===== src/hw/rtl/ats_pkg.sv =====
// Shared types, constants and the arctangent table for the tilt-to-screen core.
package ats_pkg;

    localparam int ANGLE_FRAC_BITS = 8;
    localparam int ACC_FRAC        = 16;
    localparam int NUM_GUARD       = 8;
    localparam int ATAN_TAB_LEN    = 24;
    localparam int ATAN_W          = 22;
    localparam int Z_W             = 25;
    localparam int HALF_W          = 10;
    localparam int COORD_W         = 11;
    localparam int ANGLE_W         = 16;
    localparam int CFG_IDX_W       = 2;

    localparam logic [CFG_IDX_W-1:0] REG_X_HALF = 2'd0;
    localparam logic [CFG_IDX_W-1:0] REG_Y_HALF = 2'd1;

    localparam logic [HALF_W-1:0] X_HALF_RST = 10'd64;
    localparam logic [HALF_W-1:0] Y_HALF_RST = 10'd32;

    // 90 degrees at the output and accumulator scales
    localparam int ANGLE_FULL = 90 << ANGLE_FRAC_BITS;
    localparam int Z_FULL     = 90 << ACC_FRAC;
    localparam int ROUND_HALF = 1 << (ACC_FRAC - ANGLE_FRAC_BITS - 1);

    typedef struct packed {
        logic vld;
        logic neg;
        logic num_zero;
        logic den_zero;
    } t_ctl;

    // atan(2^-i) in degrees, scaled by 2^16 and rounded
    function automatic logic [ATAN_W-1:0] ats_atan_deg(input int unsigned idx);
        logic [ATAN_W-1:0] v;
        unique case (idx)
            0:  v = 22'd2949120;
            1:  v = 22'd1740967;
            2:  v = 22'd919879;
            3:  v = 22'd466945;
            4:  v = 22'd234379;
            5:  v = 22'd117304;
            6:  v = 22'd58666;
            7:  v = 22'd29335;
            8:  v = 22'd14668;
            9:  v = 22'd7334;
            10: v = 22'd3667;
            11: v = 22'd1833;
            12: v = 22'd917;
            13: v = 22'd458;
            14: v = 22'd229;
            15: v = 22'd115;
            16: v = 22'd57;
            17: v = 22'd29;
            18: v = 22'd14;
            19: v = 22'd7;
            20: v = 22'd4;
            21: v = 22'd2;
            22: v = 22'd1;
            default: v = '0;
        endcase
        return v;
    endfunction

endpackage


===== src/hw/rtl/ats_cordic_cell.sv =====
// One vectoring CORDIC cell: a single rotation with its fixed shift and angle.
module ats_cordic_cell import ats_pkg::*; #(
    parameter int WC    = 27,
    parameter int STAGE = 0
) (
    input  logic                 i_clk,
    input  logic                 i_rst_n,
    input  logic                 i_en,
    input  t_ctl                 i_ctl,
    input  logic signed [WC-1:0] i_x,
    input  logic signed [WC-1:0] i_y,
    input  logic signed [Z_W-1:0] i_z,
    output t_ctl                 o_ctl,
    output logic signed [WC-1:0] o_x,
    output logic signed [WC-1:0] o_y,
    output logic signed [Z_W-1:0] o_z
);

    localparam logic signed [Z_W-1:0] ATAN = Z_W'(ats_atan_deg(STAGE));

    logic signed [WC-1:0]  w_dx;
    logic signed [WC-1:0]  w_dy;
    logic                  w_up;
    t_ctl                  r_ctl;
    logic signed [WC-1:0]  r_x;
    logic signed [WC-1:0]  r_y;
    logic signed [Z_W-1:0] r_z;

    // shift that truncates toward zero
    function automatic logic signed [WC-1:0] f_div(input logic signed [WC-1:0] v);
        return v[WC-1] ? -((-v) >>> STAGE) : (v >>> STAGE);
    endfunction

    assign w_dx = f_div(i_y);
    assign w_dy = f_div(i_x);
    assign w_up = i_y > 0;

    always_ff @(posedge i_clk) begin
        if (!i_rst_n) begin
            r_ctl <= '0;
        end else if (i_en) begin
            r_ctl <= i_ctl;
        end
    end

    always_ff @(posedge i_clk) begin
        if (i_en) begin
            if (w_up) begin
                r_x <= i_x + w_dx;
                r_y <= i_y - w_dy;
                r_z <= i_z + ATAN;
            end else begin
                r_x <= i_x - w_dx;
                r_y <= i_y + w_dy;
                r_z <= i_z - ATAN;
            end
        end
    end

    assign o_ctl = r_ctl;
    assign o_x   = r_x;
    assign o_y   = r_y;
    assign o_z   = r_z;

endmodule


===== config.mk =====
export PLATFORM = sky130hd
export DESIGN_NAME = ats_cordic_cell
export DESIGN_NICKNAME = d
export VERILOG_FILES = /design/src/hw/rtl/ats_pkg.sv /design/src/hw/rtl/ats_cordic_cell.sv
export SDC_FILE = /design/constraint.sdc
export NUM_CORES = 1
export LEC_CHECK = 0
export BUFFER_PORTS_ARGS = -buffer_cell sky130_fd_sc_hd__buf_4
export CORE_MARGIN = 2
export CORE_UTILIZATION = 49
export CTS_CLUSTER_SIZE = 25
export DETAILED_ROUTE_END_ITERATION = 8
export PLACE_DENSITY_LB_ADDON = 0.2
export SYNTH_ARGS = -nofsm -noshare
export SYNTH_HDL_FRONTEND = slang
export SYNTH_SLANG_ARGS = --single-unit

===== constraint.sdc =====
create_clock -name i_clk -period 7.4 [get_ports i_clk]
set_input_delay 1.48 -clock i_clk [delete_from_list [all_inputs] [get_ports i_clk]]
set_output_delay 1.48 -clock i_clk [all_outputs]
set_load 0.005 [all_outputs]

==> reports/results.txt <==
Routed WL: 18.1 mm
first-pass GRT wire length: 28.6 mm
# rows: 42
TritonCTS clock tree: built
Req. time, crit path: 7.47 ns
initial DRC count: 383
Port Buffers: 168
average routed wire per standard cell: 17.6 µm
Net Switching: 0.538 mW
H-tree depth: 3
static leakage: 3.48 nW
Core ar.: 0.0132 mm²
largest net degree at the start of global routing: 83
Sw Ratio: 30.8%
post-layout min period: 6.26 ns
Synth Flop Type: edfxtp_1
filler cell count: 1133
Worst-Margin Slew: 1.03 ns
RSZ-0062 raised after global routing: no
Max FO, Critical Path: 17
Via Count: 5927
Hold Violations, Final: 0
Crit. Startpoint: i_y[14]
Total Die Area: 0.0144 mm²
chain of cells forming the critical path: buf_4 -> or4_4 -> or3_4 -> or4_4 -> nor3_2 -> nor2_2 -> inv_2 -> a21oi_1 -> xor2_1 -> ha_1 -> a21o_1 -> a221oi_1 -> o211ai_1 -> o221ai_1 -> o221a_2 -> o311ai_0 -> xor2_1
CTS resizes: 0
hold_buf cts: 0
synthesis warning total: 0
setup slack, reg-to-reg: 6.76 ns
worst vdd ir: 0.139 mV
Crit path largest cell delay: 0.53 ns
All-Layer GR Usage: 25.0%
Multi-input gate area: 0.00395 mm²
Synth Register Bits: 82
final-stage net count: 993
# IOs: 169
syn_nets: 828
Chip Height: 120 µm
# setup viols final: 0
clk buf depth: 2
Max Clk Rate: 160 MHz
detailed-route vias per instance: 5.79
Residual DRC: 0
Root Driver: clkbuf_16
r2r worst-path depth: 2
Post-synth EDFFs: 78
vias in the first global route: 5787
hpwl dp: 14.1 mm
reg2reg end: o_ctl[3]
Pwr Density: 211 mW/mm²
CP max stage cell: or4_4
Worst R2R Start: o_ctl[3]
area delta synth->final: 26.2%
initial antenna violation count: 0
Num CTS Buffers: 9
Final ANT Viol Nets: 0
Async SR Flop Fraction: 0%
Mapped Cells: 678
Comb pwr share: 36.7%
worst path bufs/invs: 2
Hold WC Path Type: register to register
Sink Count: 82
Max Cap Viol: 0
postcts setup bufs: 0
critical path capture point type: register
Non-Filler Instances: 1024
sequential share of power: 36.8%
total power: 1.75 mW
clock power share: 26.5%
Internal: 1.21 mW
mean area per synthesized cell: 9.69 µm²
Die X: 120 µm
Hold Path Origin: o_ctl[1]
register area: 0.00242 mm²
clk_skew: 0 ns
antenna diode count: 0
remaining global-route overflow: 0
share of layout cells above drive strength 1: 23.7%
Top delay family on crit path: compound AO/OA/AOI/OAI gates
Slew headroom: 31.4%
TritonRoute pass-1 iters: 5
Tcrit/Tclk final: 84.6%
Final Max Tran Viols: 0
commonest cells after routing, fill and taps aside: buf_4, edfxtp_1, xnor2_1
sequential share of the synthesized area: 36.9%
outcome: finished, final reports clean
Netlist cell types: 61
Mapped Area: 0.00657 mm²
Setup TNS Final: 0 ns
Crit path arrival time: 6.33 ns
commonest non-fill, non-tap cell in the layout: buf_4
type of origin of the critical path: primary input
Inst Count DP: 1008
clock-pin slew on the worst setup and hold paths: 0.06 ns
critical path endpoint: o_y[22]
Worst path depth: 17
Starting Density: 49.8%
Critical Setup Path Class: primary input to register
Placer Congestion: 0.916
Skew-Pair Late Insertion Delay: 0.34 ns
==> synth_stat cells, drive strengths merged (2+ instances only) <==
cell type	n	share of area [%]
nand2b	6	0.57
nand2	39	2.2
a31oi	10	0.95
o21ai	42	3.2
a21oi	58	4.4
xor2	39	5.2
or2	4	0.38
fa	3	0.91
edfxtp	78	36
nor3b	3	0.34
o41ai	2	0.27
inv	30	1.7
o31a	3	0.40
nor2	42	2.4
dfxtp	4	1.2
xnor2	63	8.4
ha	61	12
o21a	10	1.1
a211o	2	0.27
and2	2	0.19
o31ai	12	1.4
a31o	2	0.27
a211oi	4	0.46
nor2b	11	1.0
clkbuf	9	0.51
mux2i	5	0.76
a221oi	2	0.27
nand4	10	0.95
or3	14	1.5
nor4	6	0.80
o21bai	5	0.57
o211ai	6	0.69
a21boi	2	0.23
nand3	24	1.8
buf	7	0.72
nand3b	2	0.23
and3	7	0.67
nor3	14	1.1
a21o	16	1.8
o311ai	2	0.27
or4	6	0.80
==> cell families after synthesis <==
kind of cell | synth area share, %
AOI/OAI and AO/OA | 18.1
xor gates and xnor gates | 13.6
adders and majority gates | 12.5
buffers and inverters | 2.95
DFF | 36.9
muxes | 0.762
and+or+nand+nor | 15.2
==> tightest hold or removal path, cell delays in order (launching register included) <==
cell and delay, ns:
dfxtp_1 0.33, mux2i_1 0.07, nor2b_1 0.10
==> power groups by stage <==
stage / Clock, mW / Sequential [mW] / Combinational [mW]
floorplan: 0 / 0.661 / 0.357
global route: 0.492 / 0.651 / 0.705
finish: 0.464 / 0.644 / 0.642
global placement: 0 / 0.652 / 0.626
CTS: 0.474 / 0.645 / 0.639
detailed placement: 0 / 0.653 / 0.633
==> metrics by stage <==
| step | hold slack (ns) | area (µm²) | setup slack, ns | util (%) |
|---|---|---|---|---|
| floorplan | 0.507 | 6570 | 1.57 | - |
| global placement | 0.499 | 7990 | 0.949 | 60.5 |
| detailed placement | 0.522 | 7990 | 0.838 | 60.5 |
| CTS | 0.541 | 8290 | 1.21 | 62.9 |
| global route | 0.584 | 8290 | 0.920 | 62.9 |
| finish | 0.535 | 8290 | 1.14 | 62.9 |
==> flip-flops by register name, indices dropped and copies added, names as in the netlist <==
| name | cells |
|---|---|
| o_ctl | 4 |
| o_x | 27 |
| o_y | 26 |
| o_z | 25 |
==> cell type report <==
class	count	area share (%)
well taps	176	2.66
clock inverters	4	0.619
clock buffers	12	3.09
flip-flops and latches	82	29.2
repair buffers	170	15.4
multi-input cells	550	47.7
inverters	30	1.36
==> routing by layer <==
| metal | global-route usage [%] | vias up | routed length (µm) |
|---|---|---|---|
| li1 | - | 2865 | - |
| met3 | 3.52 | 31 | 1160 |
| met4 | 9.56 | 0 | 383 |
| met2 | 40.7 | 262 | 8350 |
| met5 | 0 | - | 0 |
| met1 | 34.0 | 2769 | 8180 |
==> how the worst min path moves through the flow <==
stage | to | slack (ns) | cells past startpoint
final | o_ctl[1] | 0.54 | 2
after CTS | o_ctl[1] | 0.54 | 2
after detailed placement | o_ctl[1] | 0.52 | 2
after floorplan | o_ctl[0] | 0.51 | 2
after global routing | o_ctl[3] | 0.58 | 2
after global placement | o_ctl[2] | 0.50 | 2
Power figures use the tool's default switching activity.
