<file path="src/hw/rtl/ats_pkg.sv">
// Shared types, constants and the arctangent table for the tilt-to-screen core.
package ats_pkg;

    localparam int ANGLE_FRAC_BITS = 8;
    localparam int ACC_FRAC        = 16;
    localparam int NUM_GUARD       = 8;
    localparam int ATAN_TAB_LEN    = 24;
    localparam int ATAN_W          = 22;
    localparam int Z_W             = 25;
    localparam int HALF_W          = 10;
    localparam int COORD_W         = 11;
    localparam int ANGLE_W         = 16;
    localparam int CFG_IDX_W       = 2;

    localparam logic [CFG_IDX_W-1:0] REG_X_HALF = 2'd0;
    localparam logic [CFG_IDX_W-1:0] REG_Y_HALF = 2'd1;

    localparam logic [HALF_W-1:0] X_HALF_RST = 10'd64;
    localparam logic [HALF_W-1:0] Y_HALF_RST = 10'd32;

    // 90 degrees at the output and accumulator scales
    localparam int ANGLE_FULL = 90 << ANGLE_FRAC_BITS;
    localparam int Z_FULL     = 90 << ACC_FRAC;
    localparam int ROUND_HALF = 1 << (ACC_FRAC - ANGLE_FRAC_BITS - 1);

    typedef struct packed {
        logic vld;
        logic neg;
        logic num_zero;
        logic den_zero;
    } t_ctl;

    // atan(2^-i) in degrees, scaled by 2^16 and rounded
    function automatic logic [ATAN_W-1:0] ats_atan_deg(input int unsigned idx);
        logic [ATAN_W-1:0] v;
        unique case (idx)
            0:  v = 22'd2949120;
            1:  v = 22'd1740967;
            2:  v = 22'd919879;
            3:  v = 22'd466945;
            4:  v = 22'd234379;
            5:  v = 22'd117304;
            6:  v = 22'd58666;
            7:  v = 22'd29335;
            8:  v = 22'd14668;
            9:  v = 22'd7334;
            10: v = 22'd3667;
            11: v = 22'd1833;
            12: v = 22'd917;
            13: v = 22'd458;
            14: v = 22'd229;
            15: v = 22'd115;
            16: v = 22'd57;
            17: v = 22'd29;
            18: v = 22'd14;
            19: v = 22'd7;
            20: v = 22'd4;
            21: v = 22'd2;
            22: v = 22'd1;
            default: v = '0;
        endcase
        return v;
    endfunction

endpackage

</file>
<file path="src/hw/rtl/ats_post.sv">
// Angle finishing (clamp, round, sign, special cases) and screen coordinate.
module ats_post import ats_pkg::*; (
    input  logic                     i_clk,
    input  logic                     i_rst_n,
    input  logic                     i_en,
    input  t_ctl                     i_ctl,
    input  logic signed [Z_W-1:0]    i_z,
    input  logic [HALF_W-1:0]        i_half,
    output t_ctl                     o_ctl,
    output logic signed [ANGLE_W-1:0] o_ang,
    output logic [COORD_W-1:0]       o_coord
);

    localparam int LW = HALF_W + ANGLE_FRAC_BITS + 1;

    logic signed [Z_W-1:0]     w_zc;
    logic [Z_W-1:0]            w_q;
    logic [ANGLE_W-1:0]        w_mag;
    logic signed [ANGLE_W-1:0] n_ang;
    t_ctl                      r_ctl;
    logic signed [ANGLE_W-1:0] r_ang;
    logic signed [LW-1:0]      w_ang_x;
    logic signed [LW-1:0]      w_lim;
    logic [ANGLE_W-1:0]        w_abs;
    logic [COORD_W-1:0]        w_deg;

    always_comb begin
        w_zc = i_z;
        if (i_z < 0) begin
            w_zc = '0;
        end else if (i_z > Z_W'(Z_FULL)) begin
            w_zc = Z_W'(Z_FULL);
        end
        w_q = (Z_W'(w_zc) + Z_W'(ROUND_HALF)) >> (ACC_FRAC - ANGLE_FRAC_BITS);
        if (w_q > Z_W'(ANGLE_FULL)) begin
            w_q = Z_W'(ANGLE_FULL);
        end
        priority if (i_ctl.num_zero) begin
            w_mag = '0;
        end else if (i_ctl.den_zero) begin
            w_mag = ANGLE_W'(ANGLE_FULL);
        end else begin
            w_mag = ANGLE_W'(w_q);
        end
        n_ang = i_ctl.neg ? -$signed(w_mag) : $signed(w_mag);
    end

    always_ff @(posedge i_clk) begin
        if (!i_rst_n) begin
            r_ctl <= '0;
        end else if (i_en) begin
            r_ctl <= i_ctl;
        end
    end

    always_ff @(posedge i_clk) begin
        if (i_en) begin
            r_ang <= n_ang;
        end
    end

    // coordinate: saturate at the half span, else truncate toward zero
    assign w_ang_x = LW'(r_ang);
    assign w_lim   = $signed(LW'(i_half) << ANGLE_FRAC_BITS);
    assign w_abs   = r_ang[ANGLE_W-1] ? ANGLE_W'(-r_ang) : ANGLE_W'(r_ang);
    assign w_deg   = COORD_W'(w_abs >> ANGLE_FRAC_BITS);

    always_comb begin
        priority if (w_ang_x >= w_lim) begin
            o_coord = {i_half, 1'b0};
        end else if (w_ang_x <= -w_lim) begin
            o_coord = '0;
        end else if (r_ang[ANGLE_W-1]) begin
            o_coord = COORD_W'(i_half) - w_deg;
        end else begin
            o_coord = COORD_W'(i_half) + w_deg;
        end
    end

    assign o_ctl = r_ctl;
    assign o_ang = r_ang;

endmodule

</file>
<file path="config.mk">
export PLATFORM = sky130hd
export DESIGN_NAME = ats_post
export DESIGN_NICKNAME = d
export VERILOG_FILES = /design/src/hw/rtl/ats_pkg.sv /design/src/hw/rtl/ats_post.sv
export SDC_FILE = /design/constraint.sdc
export NUM_CORES = 1
export LEC_CHECK = 0
export BUFFER_PORTS_ARGS = -buffer_cell sky130_fd_sc_hd__buf_2
export CORE_ASPECT_RATIO = 0.7
export CORE_UTILIZATION = 30
export DETAILED_ROUTE_END_ITERATION = 8
export PLACE_DENSITY = 0.48
export SYNTH_ARGS = -nofsm -noshare
export SYNTH_HDL_FRONTEND = slang
export SYNTH_SLANG_ARGS = --single-unit
</file>
<file path="constraint.sdc">
create_clock -name i_clk -period 6.7 [get_ports i_clk]
set_input_delay 1.34 -clock i_clk [delete_from_list [all_inputs] [get_ports i_clk]]
set_output_delay 1.34 -clock i_clk [all_outputs]
set_load 0.01 [all_outputs]
</file>
==> results of run 1 <==
[worst max-delay path by stage]
stage / start / endpoint / slack (ns)
after floorplan: i_z[15] / o_ang[10] / 0.90
final: o_ang[4] / o_coord[10] / 0.34
after detailed placement: i_z[21] / o_ang[10] / 0.17
after global routing: o_ang[4] / o_coord[10] / 0.008
after CTS: i_z[21] / o_ang[10] / 0.42
after global placement: i_z[21] / o_ang[10] / 0.39
[worst register-to-register path, cell delays in order, from the launching register on]
cell and delay [ns]:
dfxtp_1 0.30, mux2i_1 0.13, nor2b_1 0.06
[layer usage]
| layer | global-route usage, % | up-vias | wire length, um |
|---|---|---|---|
| li1 | - | 1975 | - |
| met1 | 29.91 | 1800 | 6305 |
| met2 | 24.32 | 144 | 4172 |
| met3 | 3.828 | 2 | 924 |
| met4 | 1.030 | 0 | 4 |
| met5 | 0 | - | 0 |
[cell type report]
cell class | count | area, sq um | share of cell area, %
Timing Repair Buffer | 77 | 397.9 | 9.266
Inverter | 32 | 120.1 | 2.797
Sequential cell | 20 | 560.5 | 13.05
Multi-Input combinational cell | 415 | 2940 | 68.47
Tap cell | 157 | 196.4 | 4.575
Clock buffer | 3 | 75.07 | 1.748
Clock inverter | 1 | 3.754 | 0.08741
[per-stage QoR]
step / cells / cell area, sq um / utilization, % / hold slack (ns) / power (mW)
6_report: 705 / 4294 / 35.86 / 0.5179 / 0.6832
5_1_grt: 705 / 4294 / 35.86 / 0.5643 / 0.7505
4_1_cts: 705 / 4294 / 35.86 / 0.5285 / 0.6861
3_5_place_dp: 701 / 4215 / 35.20 / 0.5119 / 0.5582
3_3_place_gp: 701 / 4215 / 35.20 / 0.4960 / 0.5549
2_1_floorplan: 486 / 3760 / - / 0.5384 / 0.4404
[synthesized netlist by cell type, drive strengths merged, types with 12 or more instances]
library cell  instances
a211oi               12
nor4                 14
o21ai                36
nor3                 16
a21oi                24
ha                   36
nand3                25
nand2                39
xor2                 12
edfxtp               16
nor2                 34
inv                  31
xnor2                22
nand4                13
[cells in the final DEF (no fill, tap or decap), types with 6 or more instances in the layout]
cell,synthesis,final
buf_2,4,72
inv_1,31,31
mux2i_1,6,6
o21a_1,8,8
ha_1,36,36
nor2b_1,8,8
o21ai_0,26,26
nand3_1,24,24
nor4_1,14,14
a21oi_1,23,23
edfxtp_1,16,16
nand4_1,13,13
nor2_1,32,32
nand2_1,38,38
xnor2_1,22,22
a211oi_1,12,12
o21ai_1,8,8
o31ai_1,6,6
and2_1,7,7
nor3_1,15,15
o211ai_1,6,6
a31oi_1,11,11
xor2_1,12,12
[report_power, final]
group | internal [mW] | leakage [nW] | switching [mW]
combinational | 0.163 | 1.56 | 0.231
sequential | 0.148 | 0.187 | 0.0183
clock | 0.0795 | 0.0385 | 0.0438
total | 0.390 | 1.78 | 0.293
[cell families after synthesis]
logic type / share of synthesized area [%]
AND/OR/NAND/NOR: 26.52
AO/OA/AOI/OAI: 29.35
buffers and inverters: 6.888
adder cells (fa/ha/maj): 12.51
XOR/XNOR: 7.920
flip-flops: 14.91
multiplexers: 1.897
[sequential cells by signal, indices dropped and copies added (netlist names)]
| register | count |
|---|---|
| o_ang | 16 |
| o_ctl | 4 |
==> impl_metrics.py, run 1 <==
metrics = {
    "clock_tree": {
        "clock_sinks": 20,
        "cts_root_buffer": "clkbuf_16",
        "cts_setup_buffers": 0,
        "holdBufCountCts": 0,
        "clock_latency_ns": 0.25,
        "clkSlewWorstSetupHoldPaths_ns": 0.06,
        "cts_tree": "yes",
        "numCtsBuffers": 3,
        "h-tree-depth": 1,
        "ctsResizeCount": 0,
        "clockBufferDepth": 2,
    },
    "logic_synthesis": {
        "ys_ff_latch": 20,
        "yosysTopAreaCellShare_pct": 12.78,
        "syn_avg_cell_area_sq_um": 7.736,
        "synth_area_leader_cell": "edfxtp_1",
        "async_flop_share_pct": 0,
        "synth_area_leaders": "edfxtp_1, ha_1, xnor2_1",
        "syn_inst": 486,
        "ys.flop_type": "edfxtp_1",
        "ys_seq_area_share_pct": 14.91,
        "synth_cell_types": 81,
        "syn-cell-area_sq_um": 3760,
        "synth-edff-count": 16,
        "synthesis.nets": 565,
        "yosys_warnings": 0,
    },
    "critical_path": {
        "critical_path_arrival_ns": 5.02,
        "slowest_delay_ns": 0.41,
        "rr_endpoint": "o_ctl[1]",
        "end_kind": "output port",
        "worstPathCellList": "nor4_1 -> nand2_1 -> nand2_1 -> xnor2_1 -> inv_1 -> ha_1 -> a21oi_1 -> xnor2_1 -> ha_1 -> nor2b_1 -> o21ai_0 -> a21boi_0 -> o21ai_0 -> a21oi_1 -> o2111a_1 -> a211oi_1 -> nand3_1 -> o21ai_0 -> buf_2",
        "path_delay_family": "compound AO/OA/AOI/OAI gates",
        "r2r_start": "o_ctl[1]",
        "path_class": "flip-flop to output port",
        "reg2reg_slack_ns": 6.10,
        "required_ns": 5.36,
        "slowest_stage": "a211oi_1",
        "crit_top_cell": "o21ai_0",
        "worst-path-buf-inv": 2,
        "r2r_cells": 2,
        "cp_max_fo": 5,
        "cp.depth": 19,
        "cp-start-kind": "flip-flop",
    },
    "placement": {
        "place_congestion": 0.9000,
        "dp_hpwl_um": 9462,
        "io_buffer_count": 72,
        "place_ws_ns": 0.1720,
    },
    "power": {
        "power-per-cell-area_nw_per_um2": 159.1,
        "p_leak_nw": 1.785,
        "ir_drop_v": 0.00009876,
    },
    "floorplan": {
        "rows": 33,
        "coreArea_sq_um": 11970,
        "initial_core_util_pct": 31.40,
        "die_w_um": 135.8,
        "die_h_um": 95.67,
        "die_area_sq_um": 12990,
        "pin_count": 73,
    },
    "grt": {
        "overflow": 0,
        "grt_pass1_vias": 3562,
        "grt_use_total_pct": 18.34,
        "grt_pass1_wl_um": 18640,
        "grt_antenna_before_repair": 0,
        "grt_max_degree": 24,
    },
    "timing": {
        "final_hold_viol_count": 0,
        "final.min_clock_period_ns": 6.357,
        "finalCritPeriodShare_pct": 94.88,
        "worst-slew-pin-transition_ns": 0.7260,
        "setup_viol": 0,
        "max_slew_margin_pct": 51.60,
        "final_critical_path_setup_slack_ns": 0.3430,
        "maxSlewViolCount": 0,
        "finClkSkew_ns": 0,
        "fin_tns_setup_ns": 0,
        "max_freq_mhz": 157.3,
        "rsz0062_at_grt": "false",
    },
    "hold_path": {
        "holdPathStages": 2,
        "worstHoldStart": "o_ctl[2]",
        "holdPathEnd": "o_ctl[2]",
        "hp-class": "flip-flop to flip-flop",
    },
    "route": {
        "drt-initial-drc-count": 291,
        "vias": 3921,
        "drc_errors": 0,
        "drt-pass1-iter-count": 4,
        "post_drt_via_cell_ratio": 5.562,
        "wl_per_cell_um": 16.18,
        "ant_nets": 0,
        "routed_wl_um": 11410,
    },
    "run": {
        "max_cap_violations": 0,
    },
    "run_status": {
        "status": "completed",
    },
    "finish": {
        "final_nets": 628,
        "syn_to_final_growth_pct": 14.21,
        "drive_gt1_share_pct": 19.16,
        "antennaDiodeCount": 0,
        "nFillCells": 1290,
    },
}
(Power assumes the default switching activity.)
==> inputs of run 2 (changes only) <==
Clock period 6.7 ns to 6.1 ns, I/O delays scaled along.
==> run 2 against run 1 <==
Effect of this change:
- first-iteration DRC count shrank 16%
- total power is 12% higher
- die area stayed put
- flip-flop and latch count stayed put
==> impl_metrics.py, run 2 (synthesized netlist as in run 1, its figures left out) <==
metrics = {
    "run_status": {
        "status": "completed",
    },
    "power": {
        "power-per-cell-area_nw_per_um2": 174.7,
        "p_leak_nw": 1.835,
        "ir_drop_v": 0.0001046,
    },
    "finish": {
        "nFillCells": 1294,
        "final_area_sq_um": 4378,
        "layout_common_cells": "buf_2, nand2_1, ha_1",
        "drive_gt1_share_pct": 20.97,
        "final_common_cell": "buf_2",
        "final_nets": 638,
        "antennaDiodeCount": 0,
        "syn_to_final_growth_pct": 16.44,
        "largest_register_ff_count": 16,
        "final_util_pct": 36.56,
    },
    "run": {
        "max_cap_violations": 0,
    },
    "clock_tree": {
        "numCtsBuffers": 3,
        "holdBufCountCts": 0,
        "clkSlewWorstSetupHoldPaths_ns": 0.05,
        "clock_latency_ns": 0.25,
        "h-tree-depth": 1,
        "cts_tree": "yes",
        "cts_root_buffer": "clkbuf_16",
        "clock_sinks": 20,
        "clockBufferDepth": 2,
    },
    "placement": {
        "io_buffer_count": 72,
        "place_ws_ns": 0.04239,
        "placed_cell_area_sq_um": 4275,
        "dp_hpwl_um": 9672,
        "place_congestion": 0.9263,
    },
    "hold_path": {
        "hp-class": "flip-flop to flip-flop",
        "worstHoldStart": "o_ctl[2]",
    },
    "grt": {
        "grt_pass1_vias": 3572,
        "grt_use_met2_pct": 25.30,
        "grt_use_total_pct": 18.52,
        "grt_antenna_before_repair": 0,
        "grt_pass1_wl_um": 18800,
        "overflow": 0,
        "grt_max_degree": 24,
        "met3_usage_pct": 3.190,
        "grt-busiest-layer": "met1",
        "grtUsageMet1_pct": 30.19,
    },
    "timing": {
        "setup_viol": 0,
        "finClkSkew_ns": 0,
        "maxSlewViolCount": 0,
        "rsz0062_at_grt": "false",
        "final_critical_path_setup_slack_ns": 0.3770,
        "finalCritPeriodShare_pct": 93.82,
        "max_freq_mhz": 174.7,
        "max_slew_margin_pct": 47.19,
        "worst-slew-pin-transition_ns": 0.7921,
        "final.min_clock_period_ns": 5.723,
        "fin_tns_setup_ns": 0,
        "final_hold_viol_count": 0,
    },
    "route": {
        "post_drt_via_cell_ratio": 5.632,
        "routed_wl_um": 11890,
        "wl_per_cell_um": 16.63,
        "drt-pass1-iter-count": 5,
        "ant_nets": 0,
        "vias": 4027,
        "drt-initial-drc-count": 244,
        "drc_errors": 0,
    },
    "critical_path": {
        "crit_start": "i_z[21]",
        "path_class": "input pin to flip-flop",
        "required_ns": 6.10,
        "slowest_stage": "or4bb_4",
        "worstPathCellList": "buf_2 -> or4_1 -> nor4_1 -> a22o_2 -> and2_1 -> ha_1 -> and3_1 -> nand4_1 -> or3_1 -> o211ai_1 -> and4_1 -> o31a_1 -> nor2_4 -> o21ai_1 -> ha_1 -> o21ai_1 -> or4bb_4 -> nand2_1 -> a211oi_1 -> a211o_1",
        "end_kind": "flip-flop",
        "path_delay_family": "simple AND/OR/NAND/NOR gates",
        "slowest_delay_ns": 0.62,
        "worst-path-buf-inv": 1,
        "r2r_start": "o_ctl[0]",
        "cp-start-kind": "input pin",
        "cp_max_fo": 7,
        "critical_path_arrival_ns": 5.73,
    },
    "floorplan": {
        "die_area_sq_um": 12990,
        "die_w_um": 135.8,
        "rows": 33,
        "initial_core_util_pct": 31.40,
        "die_h_um": 95.67,
        "pin_count": 73,
        "coreArea_sq_um": 11970,
    },
}
## run 2: cell types whose count changed in the layout (fill, tap and decap cells not counted)
| cell | delta |
|---|---|
| o21ai_1 | +1 |
| clkinv_1 | -1 |
| a21boi_0 | -1 |
| a21oi_1 | -1 |
| buf_4 | +10 |
| o21ai_0 | -1 |
| a211oi_2 | +1 |
| a21oi_2 | +1 |
| clkbuf_1 | +1 |
| a211oi_1 | -1 |
| a21boi_1 | +1 |
## run 2: cell type report
type	count	area (sq um)	share of cell area, %
multi-input combinational	415	2949	67.36
sequential	20	560.5	12.80
timing repair buffer	87	473.0	10.80
tap	157	196.4	4.487
inverter	32	120.1	2.744
clock buffer	4	78.83	1.801
## run 2: power by group
group | internal, mW | switching [mW] | total (mW)
logic | 0.186 | 0.260 | 0.446
clock network | 0.0890 | 0.0477 | 0.137
registers | 0.163 | 0.0196 | 0.182
## run 2: tightest hold or removal path, stage by stage (launching register included)
cell and delay [ns]:
dfxtp_1 0.32, mux2i_1 0.06, nor2b_1 0.09
## run 2: layer usage
layer	part of all wire, %	wire length, um
met5	0	0
met1	54	6456
met2	38	4462
met3	7.9	943
met4	0.21	25
## run 2: stage by stage
stage	total power [mW]	std cells	hold slack, ns
finish	0.7649	715	0.5099
global route	0.8300	715	0.5619
CTS	0.7619	713	0.5151
detailed placement	0.6202	709	0.4966
global placement	0.6153	709	0.4949
floorplan	0.4838	486	0.5384
## run 2: final timing paths
check	depth (start not counted)	endpoint	slack, ns
max	20	o_ang[10]	0.38
min	2	o_ctl[2]	0.51
max reg2reg	2	o_ctl[0]	5.51
min reg2reg	2	o_ctl[2]	0.51
## run 2: what timing repair did
action / in CTS / in global routing
buffers inserted: 0 / 2
gates resized for setup: 0 / 4
setup endpoints to repair: 0 / 4
