$ cat src/hw/rtl/ats_pkg.sv
// Shared types, constants and the arctangent table for the tilt-to-screen core.
package ats_pkg;

    localparam int ANGLE_FRAC_BITS = 8;
    localparam int ACC_FRAC        = 16;
    localparam int NUM_GUARD       = 8;
    localparam int ATAN_TAB_LEN    = 24;
    localparam int ATAN_W          = 22;
    localparam int Z_W             = 25;
    localparam int HALF_W          = 10;
    localparam int COORD_W         = 11;
    localparam int ANGLE_W         = 16;
    localparam int CFG_IDX_W       = 2;

    localparam logic [CFG_IDX_W-1:0] REG_X_HALF = 2'd0;
    localparam logic [CFG_IDX_W-1:0] REG_Y_HALF = 2'd1;

    localparam logic [HALF_W-1:0] X_HALF_RST = 10'd64;
    localparam logic [HALF_W-1:0] Y_HALF_RST = 10'd32;

    // 90 degrees at the output and accumulator scales
    localparam int ANGLE_FULL = 90 << ANGLE_FRAC_BITS;
    localparam int Z_FULL     = 90 << ACC_FRAC;
    localparam int ROUND_HALF = 1 << (ACC_FRAC - ANGLE_FRAC_BITS - 1);

    typedef struct packed {
        logic vld;
        logic neg;
        logic num_zero;
        logic den_zero;
    } t_ctl;

    // atan(2^-i) in degrees, scaled by 2^16 and rounded
    function automatic logic [ATAN_W-1:0] ats_atan_deg(input int unsigned idx);
        logic [ATAN_W-1:0] v;
        unique case (idx)
            0:  v = 22'd2949120;
            1:  v = 22'd1740967;
            2:  v = 22'd919879;
            3:  v = 22'd466945;
            4:  v = 22'd234379;
            5:  v = 22'd117304;
            6:  v = 22'd58666;
            7:  v = 22'd29335;
            8:  v = 22'd14668;
            9:  v = 22'd7334;
            10: v = 22'd3667;
            11: v = 22'd1833;
            12: v = 22'd917;
            13: v = 22'd458;
            14: v = 22'd229;
            15: v = 22'd115;
            16: v = 22'd57;
            17: v = 22'd29;
            18: v = 22'd14;
            19: v = 22'd7;
            20: v = 22'd4;
            21: v = 22'd2;
            22: v = 22'd1;
            default: v = '0;
        endcase
        return v;
    endfunction

endpackage

$ cat src/hw/rtl/ats_sqrt_cell.sv
// One cell of the pipelined integer square root: settles one root bit.
module ats_sqrt_cell import ats_pkg::*; #(
    parameter int WR = 48,
    parameter int WQ = 24,
    parameter int WM = 16,
    parameter int K  = 0
) (
    input  logic          i_clk,
    input  logic          i_rst_n,
    input  logic          i_en,
    input  t_ctl          i_ctl,
    input  logic [WR-1:0] i_rem,
    input  logic [WQ-1:0] i_root,
    input  logic [WM-1:0] i_mag,
    output t_ctl          o_ctl,
    output logic [WR-1:0] o_rem,
    output logic [WQ-1:0] o_root,
    output logic [WM-1:0] o_mag
);

    localparam int WT = WR + 2;

    logic [WT-1:0] w_rem_x;
    logic [WT-1:0] w_trial;
    logic          w_take;
    t_ctl          r_ctl;
    logic [WR-1:0] r_rem;
    logic [WQ-1:0] r_root;
    logic [WM-1:0] r_mag;
    logic [WR-1:0] n_rem;
    logic [WQ-1:0] n_root;

    // trial = 2*root*2^K + 4^K
    assign w_rem_x = WT'(i_rem);
    assign w_trial = (WT'(i_root) << (K + 1)) + (WT'(1) << (2 * K));
    assign w_take  = w_rem_x >= w_trial;

    always_comb begin
        n_rem  = i_rem;
        n_root = i_root;
        if (w_take) begin
            n_rem  = WR'(w_rem_x - w_trial);
            n_root = i_root | (WQ'(1) << K);
        end
    end

    always_ff @(posedge i_clk) begin
        if (!i_rst_n) begin
            r_ctl <= '0;
        end else if (i_en) begin
            r_ctl <= i_ctl;
        end
    end

    always_ff @(posedge i_clk) begin
        if (i_en) begin
            r_rem  <= n_rem;
            r_root <= n_root;
            r_mag  <= i_mag;
        end
    end

    assign o_ctl  = r_ctl;
    assign o_rem  = r_rem;
    assign o_root = r_root;
    assign o_mag  = r_mag;

endmodule

$ cat config.mk
export PLATFORM = sky130hd
export DESIGN_NAME = ats_sqrt_cell
export DESIGN_NICKNAME = d
export VERILOG_FILES = /design/src/hw/rtl/ats_pkg.sv /design/src/hw/rtl/ats_sqrt_cell.sv
export SDC_FILE = /design/constraint.sdc
export NUM_CORES = 1
export LEC_CHECK = 0
export BUFFER_PORTS_ARGS = -buffer_cell sky130_fd_sc_hd__buf_2
export CORE_ASPECT_RATIO = 1.75
export CORE_MARGIN = 5
export CORE_UTILIZATION = 35
export CTS_BUF_LIST = sky130_fd_sc_hd__clkbuf_2 sky130_fd_sc_hd__clkbuf_4 sky130_fd_sc_hd__clkbuf_8
export DETAILED_ROUTE_END_ITERATION = 12
export PLACE_DENSITY_LB_ADDON = 0.3
export REMOVE_ABC_BUFFERS = 1
export SLEW_MARGIN = 20
export SYNTH_ARGS = -nofsm -noshare
export SYNTH_HDL_FRONTEND = slang
export SYNTH_SLANG_ARGS = --single-unit
$ cat constraint.sdc
create_clock -name i_clk -period 3.5 [get_ports i_clk]
set_clock_uncertainty 0.15 [all_clocks]
set_input_delay 0.35 -clock i_clk [delete_from_list [all_inputs] [get_ports i_clk]]
set_output_delay 0.35 -clock i_clk [all_outputs]
set_load 0.02 [all_outputs]
==> results of run 1 <==
[per-stage QoR]
stage | util, % | power, µW | worst slack, ps | instance area [µm²]
2_1_floorplan | - | 1840 | 18.1 | 5160
3_3_place_gp | 43.3 | 2130 | 226 | 6430
5_1_grt | 45.8 | 3010 | 58.2 | 6800
6_report | 45.8 | 2860 | 151 | 6800
3_5_place_dp | 43.3 | 2140 | 185 | 6430
4_1_cts | 45.8 | 2900 | 126 | 6800
[sequential cells by signal, indices dropped and copies added, names as in the netlist]
register,cells
o_ctl,4
o_mag,16
o_rem,48
o_root,24
[worst min path at each step]
stage / end / depth (start not counted) / start
after floorplan: o_mag[0] / 0 / i_mag[0]
after global placement: o_ctl[2] / 2 / o_ctl[2]
after detailed placement: o_ctl[0] / 2 / o_ctl[0]
after CTS: o_root[2] / 1 / i_root[2]
after global routing: o_root[2] / 1 / i_root[2]
final: o_mag[0] / 1 / i_mag[0]
[cells by family after synthesis]
kind of cell / after synthesis / share of synthesized area (%)
AOI/OAI and AO/OA: 103 / 12.5
xor gates and xnor gates: 43 / 7.15
adders and majority gates: 26 / 6.32
buffers and inverters: 52 / 4.28
DFF: 92 / 51.7
muxes: 7 / 1.40
and+or+nand+nor: 164 / 16.7
[what timing repair did]
item	in CTS	in global routing
buffers inserted	0	0
gates resized for setup	0	0
hold buffers	17	0
endpoints found under the hold margin	17	0
[report_power, final]
part	switching, µW	leakage (µW)	internal, µW
clock network	403	0.0000981	335
logic	460	0.00189	288
registers	30.0	0.000895	1340
[cell type report]
cell class	count	area, µm²	area share, %
multi-input combinational	343	2330	34.2
sequential	92	2720	40.0
inverter	31	116	1.71
timing repair buffer	215	1210	17.7
clock inverter	7	72.6	1.07
antenna	1	2.50	0.0368
clock buffer	9	124	1.82
tap	183	229	3.37
[placed cells by master (no fill, tap or decap), types with 12 or more instances in the layout]
cell,instances
inv_1,31
nand3_1,15
ha_1,25
edfxtp_1,88
xor2_1,13
xnor2_1,30
buf_4,12
a21oi_1,39
nand4_1,16
nand2_1,30
dlygate4sd3_1,17
nor2_1,45
buf_2,185
o21ai_0,15
[per-layer routing]
metal	vias up	track usage, %
li1	2213	-
met4	0	6.60
met2	140	31.7
met3	21	2.99
met5	-	0
met1	2077	18.3
[worst max-delay path: cells and delay by family]
family                     cells  cell delay (ps)
xor gates and xnor gates       1              190
adders and majority gates      1              370
and+or+nand+nor                4             1210
AOI/OAI and AO/OA              2              510
buffers and inverters          3              690
==> flow_summary.ini, run 1 <==
[synthesis]
synth.top_cells.by_count = 88 x edfxtp_1, 45 x nor2_1, 39 x a21oi_1, 31 x inv_1
synth_largest_type_area_fraction_pct = 50.2
syn_area_um2 = 5270
yosysTopAreaCell = edfxtp_1
synth-edff-count = 88
synth.most_common_cell = edfxtp_1
synth.top_cells.by_area = edfxtp_1 50%, ha_1 5.9%, xnor2_1 5.0%, a21oi_1 3.7%, nor2_1 3.2%
syn_avg_cell_area_um2 = 10.8
syn_inst_count = 487
proportion_of_register_bits_with_asynchronous_set_or_reset_after_synthesis_pct = 0
synth.distinct_cells = 56
ys_flop_type = edfxtp_1
synth-seq-cells = 92
ys_warn_count = 0
synth_seq_area_share_pct = 51.7

[placement]
count_of_input_and_output_buffers = 186
placed_cells_incl_taps = 847
gp_congestion = 0.830
dpl.hpwl_um = 12100

[worst_setup_path]
critical-path-slowest-cell = nor2_1
timing.critical_path.required_ps = 3460
worst_setup_path_start_kind = input port
r2r_setup_slack_ps = 2750
worst_setup_path_endpoint = o_rem[39]
critPathCaptureType = flip-flop
path_class = in2reg
worst_ep_arrival_time_ps = 3310
reg_to_reg_critical_path_startpoint = o_ctl[3]
crit_fanout = 9
r2r-end = o_ctl[3]
reg2regPathDepth = 2
setup.worst_path.start = i_root[11]
crit_chain = dlygate4sd3_1 > buf_2 > inv_1 > ha_1 > and4_1 > and3_1 > a22oi_1 > a21oi_1 > nor2_1 > nand4_1 > xnor2_1
cp_slowest_stage_delay_ps = 590

[sta]
tightestPinTransition_ps = 776
grt_setup_unrepaired = no
final-setup-viol-count = 0
post-route-period-util_pct = 95.7
period_needed_ps = 3350
timing.fmax_ghz = 0.299
slew_headroom_pct = 47.9
fin_hold_ws_ps = 20.7
timing_max_transition_violations_final = 0
final.setup.tns_ps = 0
final-hold-violation-count = 0

[pwr]
ir_worst_vdd_v = 0.000190
static-leakage-power_uw = 0.00289
powerDensity_nw_per_um2 = 420

[global_route]
grt_pass1_vias = 4456
grt_overflow = 0
grt_first_pass_wirelength_um = 23000
grt_use_total_pct = 16.9
antenna_violations_before_repair = 1
grt_start_max_net_pins = 53

[detailed_routing]
met1_length_um = 5560
wl_per_cell_um = 17.2
drtIter0Drc = 163
ant_nets = 0
met2WireLength_um = 8370
route.vias.total = 4451
routed-wl-met3_um = 859
route.top_layer_used = met4
post_drt_via_cell_ratio = 5.05
post-route-drc-count = 0
drt_pass1_iterations = 4
wl_um = 15100

[worst_hold_path]
min-delay-path-class = in2reg

[floorplanning]
ios = 187
die_area_um2 = 17700
die-height_um = 172
coreArea_um2 = 14800
initial_core_util_pct = 35.5
num_rows = 59
die-width_um = 103

[clock_tree]
clkTransAtPathRegs_ps = 80
clkLatencyLatePin_ps = 360
cts_root_buf = clkbuf_8
clock_path_buffers = 2
htreeDepth = 3
numClockSinks = 92
cts-buffers-inserted = 9
tritoncts = yes

[run]
max_cap_violations = 0

[final_layout]
fillerInstances = 1426
layoutNonFillerInstCount = 881
area_growth_syn_to_layout_pct = 29.1
final_layout_size_suffix_gt1_share_pct = 32.4
nNetsFinal = 813

[status]
run_status = finished clean
(Power assumes the default switching activity.)
==> inputs of run 2 (changes only) <==
--- a/config.mk
+++ b/config.mk
@@ -5,14 +5,15 @@
 export SDC_FILE = /design/constraint.sdc
 export NUM_CORES = 1
 export LEC_CHECK = 0
-export BUFFER_PORTS_ARGS = -buffer_cell sky130_fd_sc_hd__buf_2
 export CORE_ASPECT_RATIO = 1.75
 export CORE_MARGIN = 5
 export CORE_UTILIZATION = 35
 export CTS_BUF_LIST = sky130_fd_sc_hd__clkbuf_2 sky130_fd_sc_hd__clkbuf_4 sky130_fd_sc_hd__clkbuf_8
 export DETAILED_ROUTE_END_ITERATION = 12
+export DONT_BUFFER_PORTS = 1
 export PLACE_DENSITY_LB_ADDON = 0.3
 export REMOVE_ABC_BUFFERS = 1
+export SETUP_SLACK_MARGIN = 0.4
 export SLEW_MARGIN = 20
 export SYNTH_ARGS = -nofsm -noshare
 export SYNTH_HDL_FRONTEND = slang
==> flow_summary.ini, run 2 (synthesized netlist as in run 1, its figures left out) <==
[status]
run_status = finished clean

[sta]
period_needed_ps = 2820
post-route-period-util_pct = 80.6
timing_max_transition_violations_final = 0
timing.fmax_ghz = 0.354
grt_setup_unrepaired = no
slew_headroom_pct = 47.2
final-setup-viol-count = 0
final.setup.tns_ps = 0
final-hold-violation-count = 0
tightestPinTransition_ps = 786

[placement]
dpl.hpwl_um = 11300
dpl-instance-area_um2 = 5480
count_of_input_and_output_buffers = 0
gp_congestion = 0.865

[final_layout]
nNetsFinal = 656
largest_reg_flops = 48
antenna_cells_inserted = 0
finish.instance_area_um2 = 6150
fillerInstances = 1384
layout.cells.most_common = edfxtp_1
final_layout_size_suffix_gt1_share_pct = 7.42
area_growth_syn_to_layout_pct = 16.8
mostFrequentLayoutCells = 88 x edfxtp_1, 45 x nor2_1, 45 x dlygate4sd3_1

[detailed_routing]
post_drt_via_cell_ratio = 5.35
wl_per_cell_um = 20.5
route.vias.total = 3865
drtIter0Drc = 152
wl_um = 14800
post-route-drc-count = 0
ant_nets = 0
drt_pass1_iterations = 4

[global_route]
antenna_violations_before_repair = 0
grt_pass1_vias = 4023
grt_first_pass_wirelength_um = 21700
grt_start_max_net_pins = 89
grt_overflow = 0
grt_use_total_pct = 16.4

[worst_hold_path]
min-delay-start = i_ctl[2]
min-delay-path-class = in2reg
holdPathEnd = o_ctl[2]
min_path_cells = 2

[worst_setup_path]
reg_to_reg_critical_path_startpoint = o_ctl[0]
r2r_setup_slack_ps = 2030
crit_fanout = 18
worst_ep_arrival_time_ps = 2790
timing.critical_path.required_ps = 3460
r2r-end = o_ctl[0]
reg2regPathDepth = 3
worst_setup_path_start_kind = input port
path_class = in2reg
critPathCaptureType = flip-flop

[pwr]
static-leakage-power_uw = 0.00226
powerDensity_nw_per_um2 = 440
ir_worst_vdd_v = 0.000215

[floorplanning]
ios = 187
num_rows = 59
die_area_um2 = 17700
initial_core_util_pct = 35.5
die-height_um = 172
coreArea_um2 = 14800
die-width_um = 103

[clock_tree]
post-cts-setup-buffer-count = 0
clock_path_buffers = 2
cts-buffers-inserted = 9
ctsResizeCount = 0
clkLatencyLatePin_ps = 360
cts_root_buf = clkbuf_8
htreeDepth = 3
post_cts_hold_buffer_count = 46
clkTransAtPathRegs_ps = 90
numClockSinks = 92
tritoncts = yes

[run]
max_cap_violations = 0
-- run 2: cell count changes in the layout (fill, tap and decap cells not counted) --
cell,previous run,this run
clkinv_2,1,0
diode_2,1,0
inv_6,3,1
buf_16,0,1
clkinvlp_4,1,3
dlygate4sd3_1,17,45
buf_12,1,0
buf_2,185,0
-- run 2: worst max-delay path by stage --
stage                     slack [ps]       from   endpoint  cells after the start
final                            680  i_rem[35]  o_rem[14]                      7
after global routing             570  i_root[0]  o_rem[14]                      9
after CTS                        690  i_rem[35]  o_rem[14]                      7
after detailed placement         310  i_rem[35]  o_rem[14]                      7
after global placement           340  i_rem[35]  o_rem[14]                      7
after floorplan                   20  i_rem[35]  o_rem[25]                      7
-- run 2: metrics by stage --
stage	power [µW]	setup WS (ps)	util [%]	hold WS, ps	instances
after CTS	2750	690	41.5	2.34	722
after global placement	1960	339	37.0	299	661
after global routing	2840	568	41.5	3.82	722
final	2700	678	41.5	21.3	722
after detailed placement	1960	308	37.0	299	661
after floorplan	1840	18.1	-	299	466
-- run 2: metal layers --
metal | routed length, µm | track usage [%]
met1 | 4770 | 15.3
met2 | 8640 | 32.2
met3 | 1150 | 5.29
met4 | 262 | 5.52
met5 | 0 | 0
-- run 2: report_power, final --
part           internal [µW]  total (µW)  switching, µW
Sequential              1350        1540            190
Combinational            204         454            250
Clock                    326         709            383
Total                   1880        2700            823
-- run 2: critical path: stages --
cell,delay (ps)
or4_4,540
or4_4,490
nor4_4,180
o211ai_2,150
or3_2,530
buf_4,220
mux2_1,320
-- run 2: final cells by class --
class	count	area, µm²	share of cell area [%]
tap	183	229	3.72
clock buffer	9	124	2.01
sequential	92	2720	44.3
multi-input combinational	343	2330	37.8
timing repair buffer	58	568	9.24
inverter	31	116	1.89
clock inverter	6	65.1	1.06
==> inputs of run 3 (changes only) <==
==> constraint.sdc (replaced) <==
create_clock -name i_clk -period 2.5 [get_ports i_clk]
set_clock_uncertainty 0.15 [all_clocks]
set_input_delay 0.25 -clock i_clk [delete_from_list [all_inputs] [get_ports i_clk]]
set_output_delay 0.25 -clock i_clk [all_outputs]
set_load 0.02 [all_outputs]
==> flow_summary.ini, run 3 (synthesized netlist as in run 1, its figures left out) <==
[global_route]
grt_start_max_net_pins = 93
grt_use_total_pct = 19.1
antenna_violations_before_repair = 0
grt_first_pass_wirelength_um = 25400
grt_pass1_vias = 4951
grt_overflow = 0

[worst_setup_path]
r2r_setup_slack_ps = 990
critPathCaptureType = flip-flop
timing.critical_path.required_ps = 2470
crit_fanout = 8
critPathMostFrequentCell = or4_4
crit_chain = or4_4 > or4_4 > nor4_4 > o211ai_2 > or3_4 > buf_8 > mux2_4
cp_slowest_stage_delay_ps = 520
reg2regPathDepth = 3
path_class = in2reg
worst_setup_path_start_kind = input port
critical-path-slowest-cell = or4_4
worst_ep_arrival_time_ps = 2470
reg_to_reg_critical_path_startpoint = o_ctl[3]
r2r-end = o_ctl[3]

[pwr]
finalPower_uw = 3990
ir_worst_vdd_v = 0.000356
static-leakage-power_uw = 0.00309
powerDensity_nw_per_um2 = 510

[sta]
timing_max_transition_violations_final = 0
fin_hold_ws_ps = -158
timing.fmax_ghz = 0.400
grt_setup_unrepaired = yes
final-hold-violation-count = 88
post-route-period-util_pct = 100
slew_headroom_pct = 67.1
period_needed_ps = 2500
final-setup-viol-count = 0
tightestPinTransition_ps = 486

[final_layout]
mostFrequentLayoutCells = 100 x buf_4, 92 x dlygate4sd3_1, 88 x edfxtp_1
layout.cells.most_common = buf_4
largest_reg_flops = 48
area_growth_syn_to_layout_pct = 48.7
antenna_cells_inserted = 0
layoutNonFillerInstCount = 876
nNetsFinal = 809
final_layout_size_suffix_gt1_share_pct = 28.0

[detailed_routing]
drt_pass1_iterations = 4
wl_per_cell_um = 19.7
wl_um = 17300
route.vias.total = 4582
drtIter0Drc = 192
ant_nets = 0
post_drt_via_cell_ratio = 5.23
post-route-drc-count = 0

[floorplanning]
initial_core_util_pct = 35.5
die-height_um = 172
coreArea_um2 = 14800
num_rows = 59
die-width_um = 103
ios = 187
die_area_um2 = 17700

[clock_tree]
clock_path_buffers = 2
cts_root_buf = clkbuf_8
tritoncts = yes
htreeDepth = 3
cts-buffers-inserted = 9
clkLatencyLatePin_ps = 370
clkTransAtPathRegs_ps = 100
numClockSinks = 92

[worst_hold_path]
min_path_cells = 0
min-delay-start = i_en
min-delay-path-class = in2reg
holdPathEnd = o_root[10]

[placement]
count_of_input_and_output_buffers = 0
dpl.hpwl_um = 12300
gp_congestion = 0.872
placed_cells_incl_taps = 755

[run]
max_cap_violations = 0

[status]
run_status = finished with violations
failed_checks = negative hold slack
==> run 3: changes by cell type in the layout (fill, tap and decap cells not counted), moves of 8 or more <==
cell	delta
a21oi_1	-11
a21oi_2	+11
nor2_4	+10
buf_6	+8
dlygate4sd3_1	+47
nor2_1	-13
buf_4	+88
==> run 3: power breakdown <==
| part | total, µW | internal [µW] | switching [µW] | leakage (µW) |
|---|---|---|---|---|
| combinational | 904 | 491 | 413 | 0.00212 |
| clock | 926 | 365 | 561 | 0.0000789 |
| sequential | 2160 | 1890 | 272 | 0.000895 |
==> run 3: routing by layer <==
metal | share of wire (%) | routed length, µm | track usage, % | vias to the layer above
met5 | 0 | 0 | 0 | -
met4 | 3.4 | 586 | 8.62 | 0
met3 | 6.1 | 1050 | 4.93 | 40
met2 | 58 | 9950 | 37.2 | 154
met1 | 33 | 5680 | 18.0 | 2180
li1 | - | - | - | 2208
==> run 3: area by class of cell <==
class,instances,area (µm²)
clock buffer,9,124
clock inverter,7,50.0
multi-input combinational,343,2590
inverter,31,116
tap,183,229
timing repair buffer,211,2000
sequential,92,2720
fill,1273,7000
==> run 3: worst max-delay path by stage <==
stage,endpoint,start,slack (ps),cells after the start
after floorplan,o_rem[25],i_rem[35],-880,7
after global placement,o_rem[20],i_root[16],-480,10
after detailed placement,o_rem[6],i_rem[35],-510,9
after CTS,o_rem[14],i_rem[35],20,7
after global routing,o_rem[26],i_rem[35],-50,8
final,o_rem[14],i_rem[35],0.2,7
==> run 3: worst max-delay path: cells and delay by family <==
kind                   cells  cell delay, ps
buffers and inverters      1             190
muxes                      1             290
and+or+nand+nor            4            1600
AOI/OAI and AO/OA          1             130
==> run 3: what timing repair did <==
item / in CTS / in global routing
gates cloned: 5 / 0
pin swaps: 17 / 6
gates resized for setup: 54 / 38
endpoints found under the setup margin: 48 / 49
buffers inserted: 6 / 2
hold endpoints to repair: 175 / 89
hold buffers: 91 / 1
==> run 3: metrics by stage <==
stage	TNS (ps)	hold WS (ps)	setup WS (ps)	utilization, %	cell area (µm²)
floorplan	-32360	199	-882	-	5160
global placement	-17290	199	-481	41.7	6190
detailed placement	-18480	199	-508	41.7	6190
CTS	0	-183	21.6	51.5	7650
global route	-531	-186	-53.2	52.8	7830
finish	0	-158	0.190	52.8	7830
